File: src/hw/rtl/rcfs_pkg.sv
// ----------------------------------------------------------------------------
// rcfs_pkg
// Shared types, constants and helpers for the RC output failsafe mixer.
// ----------------------------------------------------------------------------
package rcfs_pkg;

	localparam int NUM_OUTPUTS  = 4;
	localparam int NUM_CHANNELS = 16;

	localparam int PULSE_W  = 12;
	localparam int CH_IDX_W = 4;
	localparam int OIDX_W   = 2;
	localparam int TIME_W   = 32;
	localparam int RATE_W   = 9;
	localparam int CFG_IDX_W  = 3;
	localparam int CFG_DATA_W = 41;

	localparam logic [PULSE_W-1:0] PULSE_MIN_US = 12'd1000;
	localparam logic [PULSE_W-1:0] PULSE_MAX_US = 12'd2000;
	localparam logic [PULSE_W-1:0] PULSE_MID_US = 12'd1500;

	// rate 0 interval; a nonzero rate gives intervals up to MS_PER_S
	localparam int DEFAULT_INTERVAL_MS = 20;
	localparam int MS_PER_S            = 1000;
	localparam int DIFF_W              = 10;

	localparam logic [1:0] MODE_OFF    = 2'd0;
	localparam logic [1:0] MODE_SERVO  = 2'd1;
	localparam logic [1:0] MODE_SWITCH = 2'd2;
	localparam logic [1:0] MODE_RSVD   = 2'd3;

	localparam logic [1:0] FS_HOLD   = 2'd0;
	localparam logic [1:0] FS_STOP   = 2'd1;
	localparam logic [1:0] FS_VALUES = 2'd2;
	localparam logic [1:0] FS_RSVD   = 2'd3;

	localparam logic REQ_STORE  = 1'b0;
	localparam logic REQ_UPDATE = 1'b1;

	localparam logic [CFG_IDX_W-1:0] CFG_FS_SEL = 3'd4;

	typedef struct packed {
		logic               high;
		logic [PULSE_W-1:0] thresh;
		logic [PULSE_W-1:0] failsafe;
		logic               invert;
		logic [RATE_W-1:0]  rate_hz;
		logic [3:0]         src;
		logic [1:0]         mode;
	} setup_t;

	typedef struct packed {
		logic              store;
		logic              latch;
		logic              prep;
		logic              eval;
		logic [OIDX_W-1:0] idx;
	} ctrl_cmd_t;

	typedef struct packed {
		logic req_upd;
		logic out_free;
	} dp_status_t;

	function automatic logic [1:0] mode_of(input logic [1:0] m);
		return (m == MODE_RSVD) ? MODE_OFF : m;
	endfunction

endpackage

File: src/hw/rtl/rcfs_ifs.sv
// ----------------------------------------------------------------------------
// rcfs_ifs
// Request and result stream interfaces with valid/ready handshake.
// ----------------------------------------------------------------------------
interface rcfs_req_if import rcfs_pkg::*; ();
	logic                valid;
	logic                ready;
	logic                req_type;
	logic [CH_IDX_W-1:0] channel_index;
	logic [PULSE_W-1:0]  channel_value;
	logic [TIME_W-1:0]   now_ms;
	logic                link_ok;

	modport source(output valid, req_type, channel_index, channel_value, now_ms, link_ok,
		input ready);
	modport sink(input valid, req_type, channel_index, channel_value, now_ms, link_ok,
		output ready);
endinterface

interface rcfs_res_if import rcfs_pkg::*; ();
	logic               valid;
	logic               ready;
	logic [OIDX_W-1:0]  out_index;
	logic [PULSE_W-1:0] pulse_width;
	logic               switch_level;
	logic               active;
	logic               refreshed;
	logic               last_of_tick;

	modport source(output valid, out_index, pulse_width, switch_level, active, refreshed,
		last_of_tick, input ready);
	modport sink(input valid, out_index, pulse_width, switch_level, active, refreshed,
		last_of_tick, output ready);
endinterface

File: src/hw/rtl/rcfs_ctrl.sv
// ----------------------------------------------------------------------------
// rcfs_ctrl
// Sequencer: accepts items and walks the outputs of an update tick.
// ----------------------------------------------------------------------------
module rcfs_ctrl import rcfs_pkg::*; (
	input  logic       clk,
	input  logic       arst_n,
	input  logic       in_valid,
	output logic       in_ready,
	input  dp_status_t status,
	output ctrl_cmd_t  cmd
);

	typedef enum logic [1:0] {
		ST_IDLE,
		ST_PREP,
		ST_EVAL
	} state_t;

	state_t            state_q;
	logic [OIDX_W-1:0] idx_q;
	logic              accept;

	assign in_ready = (state_q == ST_IDLE);
	assign accept   = in_valid && in_ready;

	always_comb begin
		cmd       = '0;
		cmd.idx   = idx_q;
		cmd.store = accept && !status.req_upd;
		cmd.latch = accept && status.req_upd;
		cmd.prep  = (state_q == ST_PREP);
		cmd.eval  = (state_q == ST_EVAL) && status.out_free;
	end

	always_ff @(posedge clk or negedge arst_n) begin
		if (!arst_n) begin
			state_q <= ST_IDLE;
			idx_q   <= '0;
		end else begin
			case (state_q)
				ST_IDLE: begin
					if (accept && status.req_upd) begin
						idx_q   <= '0;
						state_q <= ST_PREP;
					end
				end
				ST_PREP: begin
					state_q <= ST_EVAL;
				end
				ST_EVAL: begin
					if (status.out_free) begin
						if (idx_q == OIDX_W'(NUM_OUTPUTS - 1)) begin
							state_q <= ST_IDLE;
						end else begin
							idx_q   <= idx_q + 1'b1;
							state_q <= ST_PREP;
						end
					end
				end
				default: begin
					state_q <= ST_IDLE;
				end
			endcase
		end
	end

endmodule

File: src/hw/rtl/rcfs_dp.sv
// ----------------------------------------------------------------------------
// rcfs_dp
// Datapath: channel store, setup registers, per-output state, result register.
// ----------------------------------------------------------------------------
module rcfs_dp import rcfs_pkg::*; (
	input  logic                  clk,
	input  logic                  arst_n,
	input  logic                  cfg_we,
	input  logic [CFG_IDX_W-1:0]  cfg_idx,
	input  logic [CFG_DATA_W-1:0] cfg_wdata,
	input  logic                  req_type,
	input  logic [CH_IDX_W-1:0]   channel_index,
	input  logic [PULSE_W-1:0]    channel_value,
	input  logic [TIME_W-1:0]     now_ms,
	input  logic                  link_ok,
	input  ctrl_cmd_t             cmd,
	output dp_status_t            status,
	output logic                  res_valid,
	input  logic                  res_ready,
	output logic [OIDX_W-1:0]     res_out_index,
	output logic [PULSE_W-1:0]    res_pulse_width,
	output logic                  res_switch_level,
	output logic                  res_active,
	output logic                  res_refreshed,
	output logic                  res_last_of_tick
);

	logic [PULSE_W-1:0] chan_q [NUM_CHANNELS];
	setup_t             setup_q [NUM_OUTPUTS];
	logic [1:0]         fs_sel_q;
	logic [PULSE_W-1:0] held_pulse_q [NUM_OUTPUTS];
	logic               held_level_q [NUM_OUTPUTS];
	logic               on_q [NUM_OUTPUTS];
	logic [TIME_W-1:0]  lwt_q [NUM_OUTPUTS];
	logic               wo_q [NUM_OUTPUTS];

	logic [TIME_W-1:0]  now_q;
	logic               link_q;
	logic [1:0]         fs_q;

	// prep stage
	logic               lt_def_s1;
	logic               lt_max_s1;
	logic [DIFF_W-1:0]  diffp1_s1;
	logic [PULSE_W-1:0] pulse_s1;
	logic               level_s1;

	logic               out_valid_q;
	logic [OIDX_W-1:0]  out_idx_q;
	logic [PULSE_W-1:0] out_pulse_q;
	logic               out_level_q;
	logic               out_active_q;
	logic               out_refr_q;
	logic               out_last_q;

	setup_t              sp;
	logic [PULSE_W-1:0]  src_val;
	logic signed [13:0]  sv;
	logic [TIME_W-1:0]   diff;

	setup_t              se;
	logic [1:0]          mode_e;
	logic [18:0]         prod;
	logic                too_soon;
	logic                wo_eff;
	logic                on_new;
	logic                wo_new;
	logic                do_write;
	logic [PULSE_W-1:0]  pulse_new;
	logic                level_new;
	setup_t              cfg_s;

	assign status.req_upd  = (req_type == REQ_UPDATE);
	assign status.out_free = !out_valid_q || res_ready;
	assign cfg_s           = setup_t'(cfg_wdata);

	// prep: source value, candidate pulse/level, time difference
	always_comb begin
		sp = setup_q[cmd.idx];
		if (!link_q && fs_q == FS_VALUES) begin
			src_val = sp.failsafe;
		end else if (32'(sp.src) < NUM_CHANNELS) begin
			src_val = chan_q[sp.src];
		end else begin
			src_val = PULSE_MID_US;
		end
		sv = $signed({2'b00, src_val});
		if (sp.invert) begin
			sv = $signed(14'(PULSE_MIN_US) + 14'(PULSE_MAX_US)) - sv;
		end
		if (sv < $signed({2'b00, PULSE_MIN_US})) begin
			sv = $signed({2'b00, PULSE_MIN_US});
		end
		if (sv > $signed({2'b00, PULSE_MAX_US})) begin
			sv = $signed({2'b00, PULSE_MAX_US});
		end
		diff = now_q - lwt_q[cmd.idx];
	end

	always_ff @(posedge clk) begin
		if (cmd.prep) begin
			pulse_s1  <= sv[PULSE_W-1:0];
			level_s1  <= sp.high ? (src_val >= sp.thresh) : (src_val < sp.thresh);
			lt_def_s1 <= diff < TIME_W'(DEFAULT_INTERVAL_MS);
			lt_max_s1 <= diff < TIME_W'(MS_PER_S);
			diffp1_s1 <= diff[DIFF_W-1:0] + 1'b1;
		end
	end

	// eval: too soon if (diff + 1) * rate <= 1000 for a nonzero rate, else if diff < 20
	always_comb begin
		se       = setup_q[cmd.idx];
		mode_e   = mode_of(se.mode);
		prod     = 19'(diffp1_s1) * 19'(se.rate_hz);
		wo_eff   = on_q[cmd.idx] && wo_q[cmd.idx];
		if (se.rate_hz == '0) begin
			too_soon = wo_eff && lt_def_s1;
		end else begin
			too_soon = wo_eff && lt_max_s1 && (prod <= 19'(MS_PER_S));
		end
		on_new    = on_q[cmd.idx];
		wo_new    = wo_q[cmd.idx];
		do_write  = 1'b0;
		pulse_new = held_pulse_q[cmd.idx];
		level_new = held_level_q[cmd.idx];
		if (mode_e != MODE_OFF) begin
			if (!link_q && fs_q == FS_STOP) begin
				on_new = 1'b0;
			end else begin
				on_new = 1'b1;
				wo_new = wo_eff;
				if (!(!link_q && fs_q == FS_HOLD) && !too_soon) begin
					do_write = 1'b1;
					wo_new   = 1'b1;
					if (mode_e == MODE_SERVO) begin
						pulse_new = pulse_s1;
					end else begin
						level_new = level_s1;
					end
				end
			end
		end
	end

	always_ff @(posedge clk or negedge arst_n) begin
		if (!arst_n) begin
			for (int c = 0; c < NUM_CHANNELS; c++) begin
				chan_q[c] <= PULSE_MID_US;
			end
			for (int o = 0; o < NUM_OUTPUTS; o++) begin
				setup_q[o]      <= '0;
				held_pulse_q[o] <= PULSE_MID_US;
				held_level_q[o] <= 1'b0;
				on_q[o]         <= 1'b0;
				lwt_q[o]        <= '0;
				wo_q[o]         <= 1'b0;
			end
			fs_sel_q    <= FS_HOLD;
			out_valid_q <= 1'b0;
		end else begin
			if (cfg_we) begin
				if (32'(cfg_idx) < NUM_OUTPUTS) begin
					setup_q[cfg_idx[OIDX_W-1:0]] <= cfg_s;
					if (mode_of(setup_q[cfg_idx[OIDX_W-1:0]].mode) != mode_of(cfg_s.mode)) begin
						wo_q[cfg_idx[OIDX_W-1:0]] <= 1'b0;
						on_q[cfg_idx[OIDX_W-1:0]] <= (mode_of(cfg_s.mode) != MODE_OFF);
					end
				end else if (cfg_idx == CFG_FS_SEL) begin
					fs_sel_q <= cfg_wdata[1:0];
				end
			end
			if (cmd.store && 32'(channel_index) < NUM_CHANNELS) begin
				chan_q[channel_index] <= channel_value;
			end
			if (cmd.eval) begin
				on_q[cmd.idx]         <= on_new;
				wo_q[cmd.idx]         <= wo_new;
				held_pulse_q[cmd.idx] <= pulse_new;
				held_level_q[cmd.idx] <= level_new;
				if (do_write) begin
					lwt_q[cmd.idx] <= now_q;
				end
				out_valid_q <= 1'b1;
			end else if (res_ready) begin
				out_valid_q <= 1'b0;
			end
		end
	end

	always_ff @(posedge clk) begin
		if (cmd.latch) begin
			now_q  <= now_ms;
			link_q <= link_ok;
			fs_q   <= (fs_sel_q == FS_RSVD) ? FS_HOLD : fs_sel_q;
		end
		if (cmd.eval) begin
			out_idx_q    <= cmd.idx;
			out_pulse_q  <= pulse_new;
			out_level_q  <= (mode_e == MODE_SWITCH) && on_new && level_new;
			out_active_q <= on_new;
			out_refr_q   <= do_write;
			out_last_q   <= (cmd.idx == OIDX_W'(NUM_OUTPUTS - 1));
		end
	end

	assign res_valid        = out_valid_q;
	assign res_out_index    = out_idx_q;
	assign res_pulse_width  = out_pulse_q;
	assign res_switch_level = out_level_q;
	assign res_active       = out_active_q;
	assign res_refreshed    = out_refr_q;
	assign res_last_of_tick = out_last_q;

endmodule

File: src/hw/rtl/rc_output_failsafe_mixer.sv
// ----------------------------------------------------------------------------
// rc_output_failsafe_mixer
// Store item: taken when idle, no result. Update item: a prepare and an
// evaluate step per output after the accept, one result each; no new item
// is taken until the walk of all outputs is done, and a waiting result
// stalls the walk. The next item is taken while the last result waits.
// Reset: all outputs disabled, hold-last, channels and pulses at mid value.
// ----------------------------------------------------------------------------
module rc_output_failsafe_mixer import rcfs_pkg::*; (
	input  logic                  clk,
	input  logic                  arst_n,
	input  logic                  cfg_we,
	input  logic [CFG_IDX_W-1:0]  cfg_idx,
	input  logic [CFG_DATA_W-1:0] cfg_wdata,
	rcfs_req_if.sink              req,
	rcfs_res_if.source            res
);

	ctrl_cmd_t  cmd;
	dp_status_t status;

	rcfs_ctrl u_ctrl (
		.clk      (clk),
		.arst_n   (arst_n),
		.in_valid (req.valid),
		.in_ready (req.ready),
		.status   (status),
		.cmd      (cmd)
	);

	rcfs_dp u_dp (
		.clk              (clk),
		.arst_n           (arst_n),
		.cfg_we           (cfg_we),
		.cfg_idx          (cfg_idx),
		.cfg_wdata        (cfg_wdata),
		.req_type         (req.req_type),
		.channel_index    (req.channel_index),
		.channel_value    (req.channel_value),
		.now_ms           (req.now_ms),
		.link_ok          (req.link_ok),
		.cmd              (cmd),
		.status           (status),
		.res_valid        (res.valid),
		.res_ready        (res.ready),
		.res_out_index    (res.out_index),
		.res_pulse_width  (res.pulse_width),
		.res_switch_level (res.switch_level),
		.res_active       (res.active),
		.res_refreshed    (res.refreshed),
		.res_last_of_tick (res.last_of_tick)
	);

endmodule

File: src/flat_wrapper.sv
// flat-port wrapper written by rule: the top's interface ports become plain ports
module rc_output_failsafe_mixer_flat import rcfs_pkg::*;
  (clk, arst_n, cfg_we, cfg_idx, cfg_wdata, req_valid, req_req_type, req_channel_index, req_channel_value, req_now_ms, req_link_ok, req_ready, res_valid, res_out_index, res_pulse_width, res_switch_level, res_active, res_refreshed, res_last_of_tick, res_ready);
  rcfs_req_if req_i ();
  rcfs_res_if res_i ();
  input  logic clk;
  input  logic arst_n;
  input  logic cfg_we;
  input  logic [CFG_IDX_W-1:0] cfg_idx;
  input  logic [CFG_DATA_W-1:0] cfg_wdata;
  input wire logic [$bits(req_i.valid)-1:0] req_valid;
  input wire logic [$bits(req_i.req_type)-1:0] req_req_type;
  input wire logic [$bits(req_i.channel_index)-1:0] req_channel_index;
  input wire logic [$bits(req_i.channel_value)-1:0] req_channel_value;
  input wire logic [$bits(req_i.now_ms)-1:0] req_now_ms;
  input wire logic [$bits(req_i.link_ok)-1:0] req_link_ok;
  output wire logic [$bits(req_i.ready)-1:0] req_ready;
  output wire logic [$bits(res_i.valid)-1:0] res_valid;
  output wire logic [$bits(res_i.out_index)-1:0] res_out_index;
  output wire logic [$bits(res_i.pulse_width)-1:0] res_pulse_width;
  output wire logic [$bits(res_i.switch_level)-1:0] res_switch_level;
  output wire logic [$bits(res_i.active)-1:0] res_active;
  output wire logic [$bits(res_i.refreshed)-1:0] res_refreshed;
  output wire logic [$bits(res_i.last_of_tick)-1:0] res_last_of_tick;
  input wire logic [$bits(res_i.ready)-1:0] res_ready;
  assign req_i.valid = req_valid;
  assign req_i.req_type = req_req_type;
  assign req_i.channel_index = req_channel_index;
  assign req_i.channel_value = req_channel_value;
  assign req_i.now_ms = req_now_ms;
  assign req_i.link_ok = req_link_ok;
  assign req_ready = req_i.ready;
  assign res_valid = res_i.valid;
  assign res_out_index = res_i.out_index;
  assign res_pulse_width = res_i.pulse_width;
  assign res_switch_level = res_i.switch_level;
  assign res_active = res_i.active;
  assign res_refreshed = res_i.refreshed;
  assign res_last_of_tick = res_i.last_of_tick;
  assign res_i.ready = res_ready;
  rc_output_failsafe_mixer u_core (.clk(clk), .arst_n(arst_n), .cfg_we(cfg_we), .cfg_idx(cfg_idx), .cfg_wdata(cfg_wdata), .req(req_i), .res(res_i));
endmodule
File: config.mk
export PLATFORM = sky130hd
export DESIGN_NAME = rc_output_failsafe_mixer_flat
export DESIGN_NICKNAME = d
export VERILOG_FILES = /design/src/hw/rtl/rcfs_pkg.sv /design/src/hw/rtl/rcfs_ifs.sv /design/src/hw/rtl/rcfs_ctrl.sv /design/src/hw/rtl/rcfs_dp.sv /design/src/hw/rtl/rc_output_failsafe_mixer.sv /design/src/flat_wrapper.sv
export SDC_FILE = /design/constraint.sdc
export NUM_CORES = 1
export LEC_CHECK = 0
export BUFFER_PORTS_ARGS = -buffer_cell sky130_fd_sc_hd__buf_4
export CELL_PAD_IN_SITES_DETAIL_PLACEMENT = 0
export CELL_PAD_IN_SITES_GLOBAL_PLACEMENT = 1
export CORE_UTILIZATION = 45
export DETAILED_ROUTE_END_ITERATION = 10
export PLACE_DENSITY = 0.81
export RECOVER_POWER = 50
export SLEW_MARGIN = 0
export SYNTH_ARGS = -nofsm -noshare
export SYNTH_HDL_FRONTEND = slang
export SYNTH_HIERARCHICAL = 1
export SYNTH_SLANG_ARGS = --single-unit
export TNS_END_PERCENT = 5
File: constraint.sdc
create_clock -name clk -period 17.7 [get_ports clk]
set_clock_uncertainty 0.05 [all_clocks]
set_input_delay 3.54 -clock clk [delete_from_list [all_inputs] [get_ports clk]]
set_output_delay 3.54 -clock clk [all_outputs]
set_load 0.005 [all_outputs]
==> results.ini <==
[synth]
synth_edf_count = 78
async_reset_ff_share_pct = 87.6
yosysWarnings = 6
netlist_area_um2 = 33200
ys_seq_area_share_pct = 49.1
syn_inst = 2537
syn_nets = 2784
avgSynthCellArea_um2 = 13.1
ys.flop_type = dfrtp_1
synth_cell_types = 90
ys_ff_latch = 629

[sta]
final-max-slew-violation-count = 479
hold_viol_final = 0
finalSetupTns_ns = 0
slew_headroom_pct = -374
max_freq_mhz = 98.2
setup_viol = 0
fin_crit_sh_pct = 57.6
worst_slew_pin_slew_ns = 7.12
period_needed_ns = 10.19
rsz0062_at_grt = no

[clock_network]
cts_buffers = 70
root_buffer = clkbuf_16
path_clk_slew_ns = 0.05
cts_repair_resize_count = 0
h-tree-depth = 3
postCtsSetupBuffers = 0
cts_hold_buf = 0
clk_latency_ns = 0.62
tritoncts = done
cts_max_path_buffers = 3
cts.sinks = 629

[grt]
grt_pass1_vias = 22218
antenna_found_initial = 2
grt_start_max_net_pins = 176
grt_pass1_wl_mm = 127
grt_overflow = 0
global_route.usage.total_pct = 21.9

[critical_path]
worstPathArrival_ns = 10.73
start_kind = input port
path_class = in2async
path_max_fanout = 175
cp.required_ns = 18.25
worst_setup_path_end_kind = asynchronous set/reset pin

[final_layout]
final_layout_size_suffix_gt1_share_pct = 38.1
nNetsFinal = 2865
syn2layout_area_growth_pct = 12.0

[place]
gp_congestion = 0.866
port_buffers = 118
hpwl_mm = 52.9

[routing]
routed-via-count = 20759
drtPass1Iterations = 5
totalWireLength_mm = 79.9
drc = 0
via_per_inst = 5.71
drtIter0Drc = 1659
drtAntennaViolNets = 0
post_drt_wl_per_cell_um = 22.0

[floorplan]
ios = 119
die_x_um = 274
die-height_um = 274
die_area_um2 = 74800
coreArea_um2 = 73000
initial_core_util_pct = 45.5
row_count = 99

[hold_path]
hp-class = reg2reg

[job]
drv_cap = 10

[run_status]
outcome = finished, violations left
violations = capacitance limit, slew limit

registers in the layout (all words and copies together) (netlist names), 4 cells and up:
name and cells:
u_core/u_dp/now_q 32, u_core/u_dp/held_level_q 4, u_core/u_dp/lwt_q 128, u_core/u_dp/on_q 4
u_core/u_dp/pulse_s1 12, u_core/u_dp/setup_q 164, u_core/u_dp/res_pulse_width 12, u_core/u_dp/diffp1_s1 10
u_core/u_dp/held_pulse_q 48, u_core/u_dp/wo_q 4, u_core/u_dp/chan_q 192
worst max-delay path, stage by stage:
cell	delay (ns)
clkbuf_1	4.84
buf_4	1.42
buf_12	0.72
cells in the mapped netlist, types with 14 or more instances:
cell type	n	area, µm²
xor2_1	17	149
nand3_1	29	145
fa_1	58	1160
edfxtp_1	78	2340
mux2i_1	82	821
a21oi_1	59	295
mux2_2	494	5560
xnor2_1	30	263
nand4_1	14	87.6
nor2b_1	19	119
nor3_1	15	75.1
clkbuf_1	93	349
ha_1	90	1130
mux4_2	109	2450
a21o_1	25	188
inv_1	171	642
and2_1	61	382
o21ai_0	99	495
nand2b_1	15	93.8
dfrtp_1	411	10300
nand2_1	151	567
dfstp_2	140	3680
nor2_1	75	282
buf_1	15	56.3
per-stage QoR:
step	hold slack [ns]	setup WS (ns)	utilization (%)	instance area, µm²	std cells
CTS	0.430	10.20	51.1	37300	3632
global placement	0.406	10.31	47.9	34900	3505
finish	0.430	7.51	50.9	37100	3633
floorplan	0.395	10.89	-	33200	2537
global route	0.451	5.88	50.9	37100	3633
detailed placement	0.419	10.19	47.9	34900	3505
cell families (layout without fill, tap and decap cells):
| family | after synthesis | after routing | share of synthesized area, % |
|---|---|---|---|
| adder cells (fa/ha/maj) | 148 | 148 | 6.89 |
| AND/OR/NAND/NOR | 437 | 437 | 6.67 |
| XOR/XNOR | 47 | 47 | 1.24 |
| AO/OA/AOI/OAI | 284 | 284 | 5.60 |
| buffers and inverters | 306 | 442 | 3.77 |
| other | 0 | 1 | 0 |
| flip-flops | 629 | 629 | 49.1 |
| multiplexers | 686 | 686 | 26.7 |
per-layer routing:
layer	track usage (%)	part of all wire, %
met5	0	0.021
met2	34.4	47
met3	3.23	5.6
met4	7.26	2.5
met1	31.2	45
path summary, 6_finish.rpt:
path                                         startpoint                      endpoint  slack (ns)  cells after the start
max reg2reg                      u_core/u_ctrl/idx_q[0]         u_core/u_dp/lt_def_s1        7.59                     16
max                                              arst_n         u_core/u_dp/chan_q[1]        7.51                      3
min in group asynchronous                        arst_n       u_core/u_dp/chan_q[153]        5.63                      1
max in group clk                 u_core/u_ctrl/idx_q[0]         u_core/u_dp/lt_def_s1        7.59                     16
min reg2reg                u_core/u_dp/held_pulse_q[17]  u_core/u_dp/held_pulse_q[17]        0.43                      2
min                        u_core/u_dp/held_pulse_q[17]  u_core/u_dp/held_pulse_q[17]        0.43                      2
cells in the final DEF (no fill, tap or decap), types with 7 or more instances in the layout:
master,instances
dfstp_2,140
nand3b_1,7
clkbuf_4,41
nor2_1,60
nor3_1,15
a211oi_1,9
clkinv_2,12
nor2_2,13
dfrtp_1,411
nand2b_1,15
and2_1,61
inv_1,171
nor2b_1,18
fa_1,58
clkbuf_8,13
nand2_1,151
or3_1,7
xnor2_1,30
ha_1,90
a22oi_1,12
a21o_1,25
clkbuf_1,41
nor4_1,7
clkbuf_16,76
xor2_1,17
edfxtp_1,78
nand3_1,28
a21oi_1,60
mux4_2,108
a31oi_1,8
mux2i_1,82
o21ai_0,100
nand4_1,14
buf_4,78
mux2_2,492
layout make-up:
class / count / area, µm²
clock inverter: 20 / 184
clock buffer: 107 / 2150
antenna: 1 / 2.50
fill: 6059 / 35800
multi-input combinational: 1602 / 15700
inverter: 172 / 646
timing repair buffer: 143 / 1000
sequential: 629 / 16300
tap: 959 / 1200
Power is left out: the tool's default activity adds up to more than one toggle a clock period on the data nets, which glitch-free logic cannot reach.
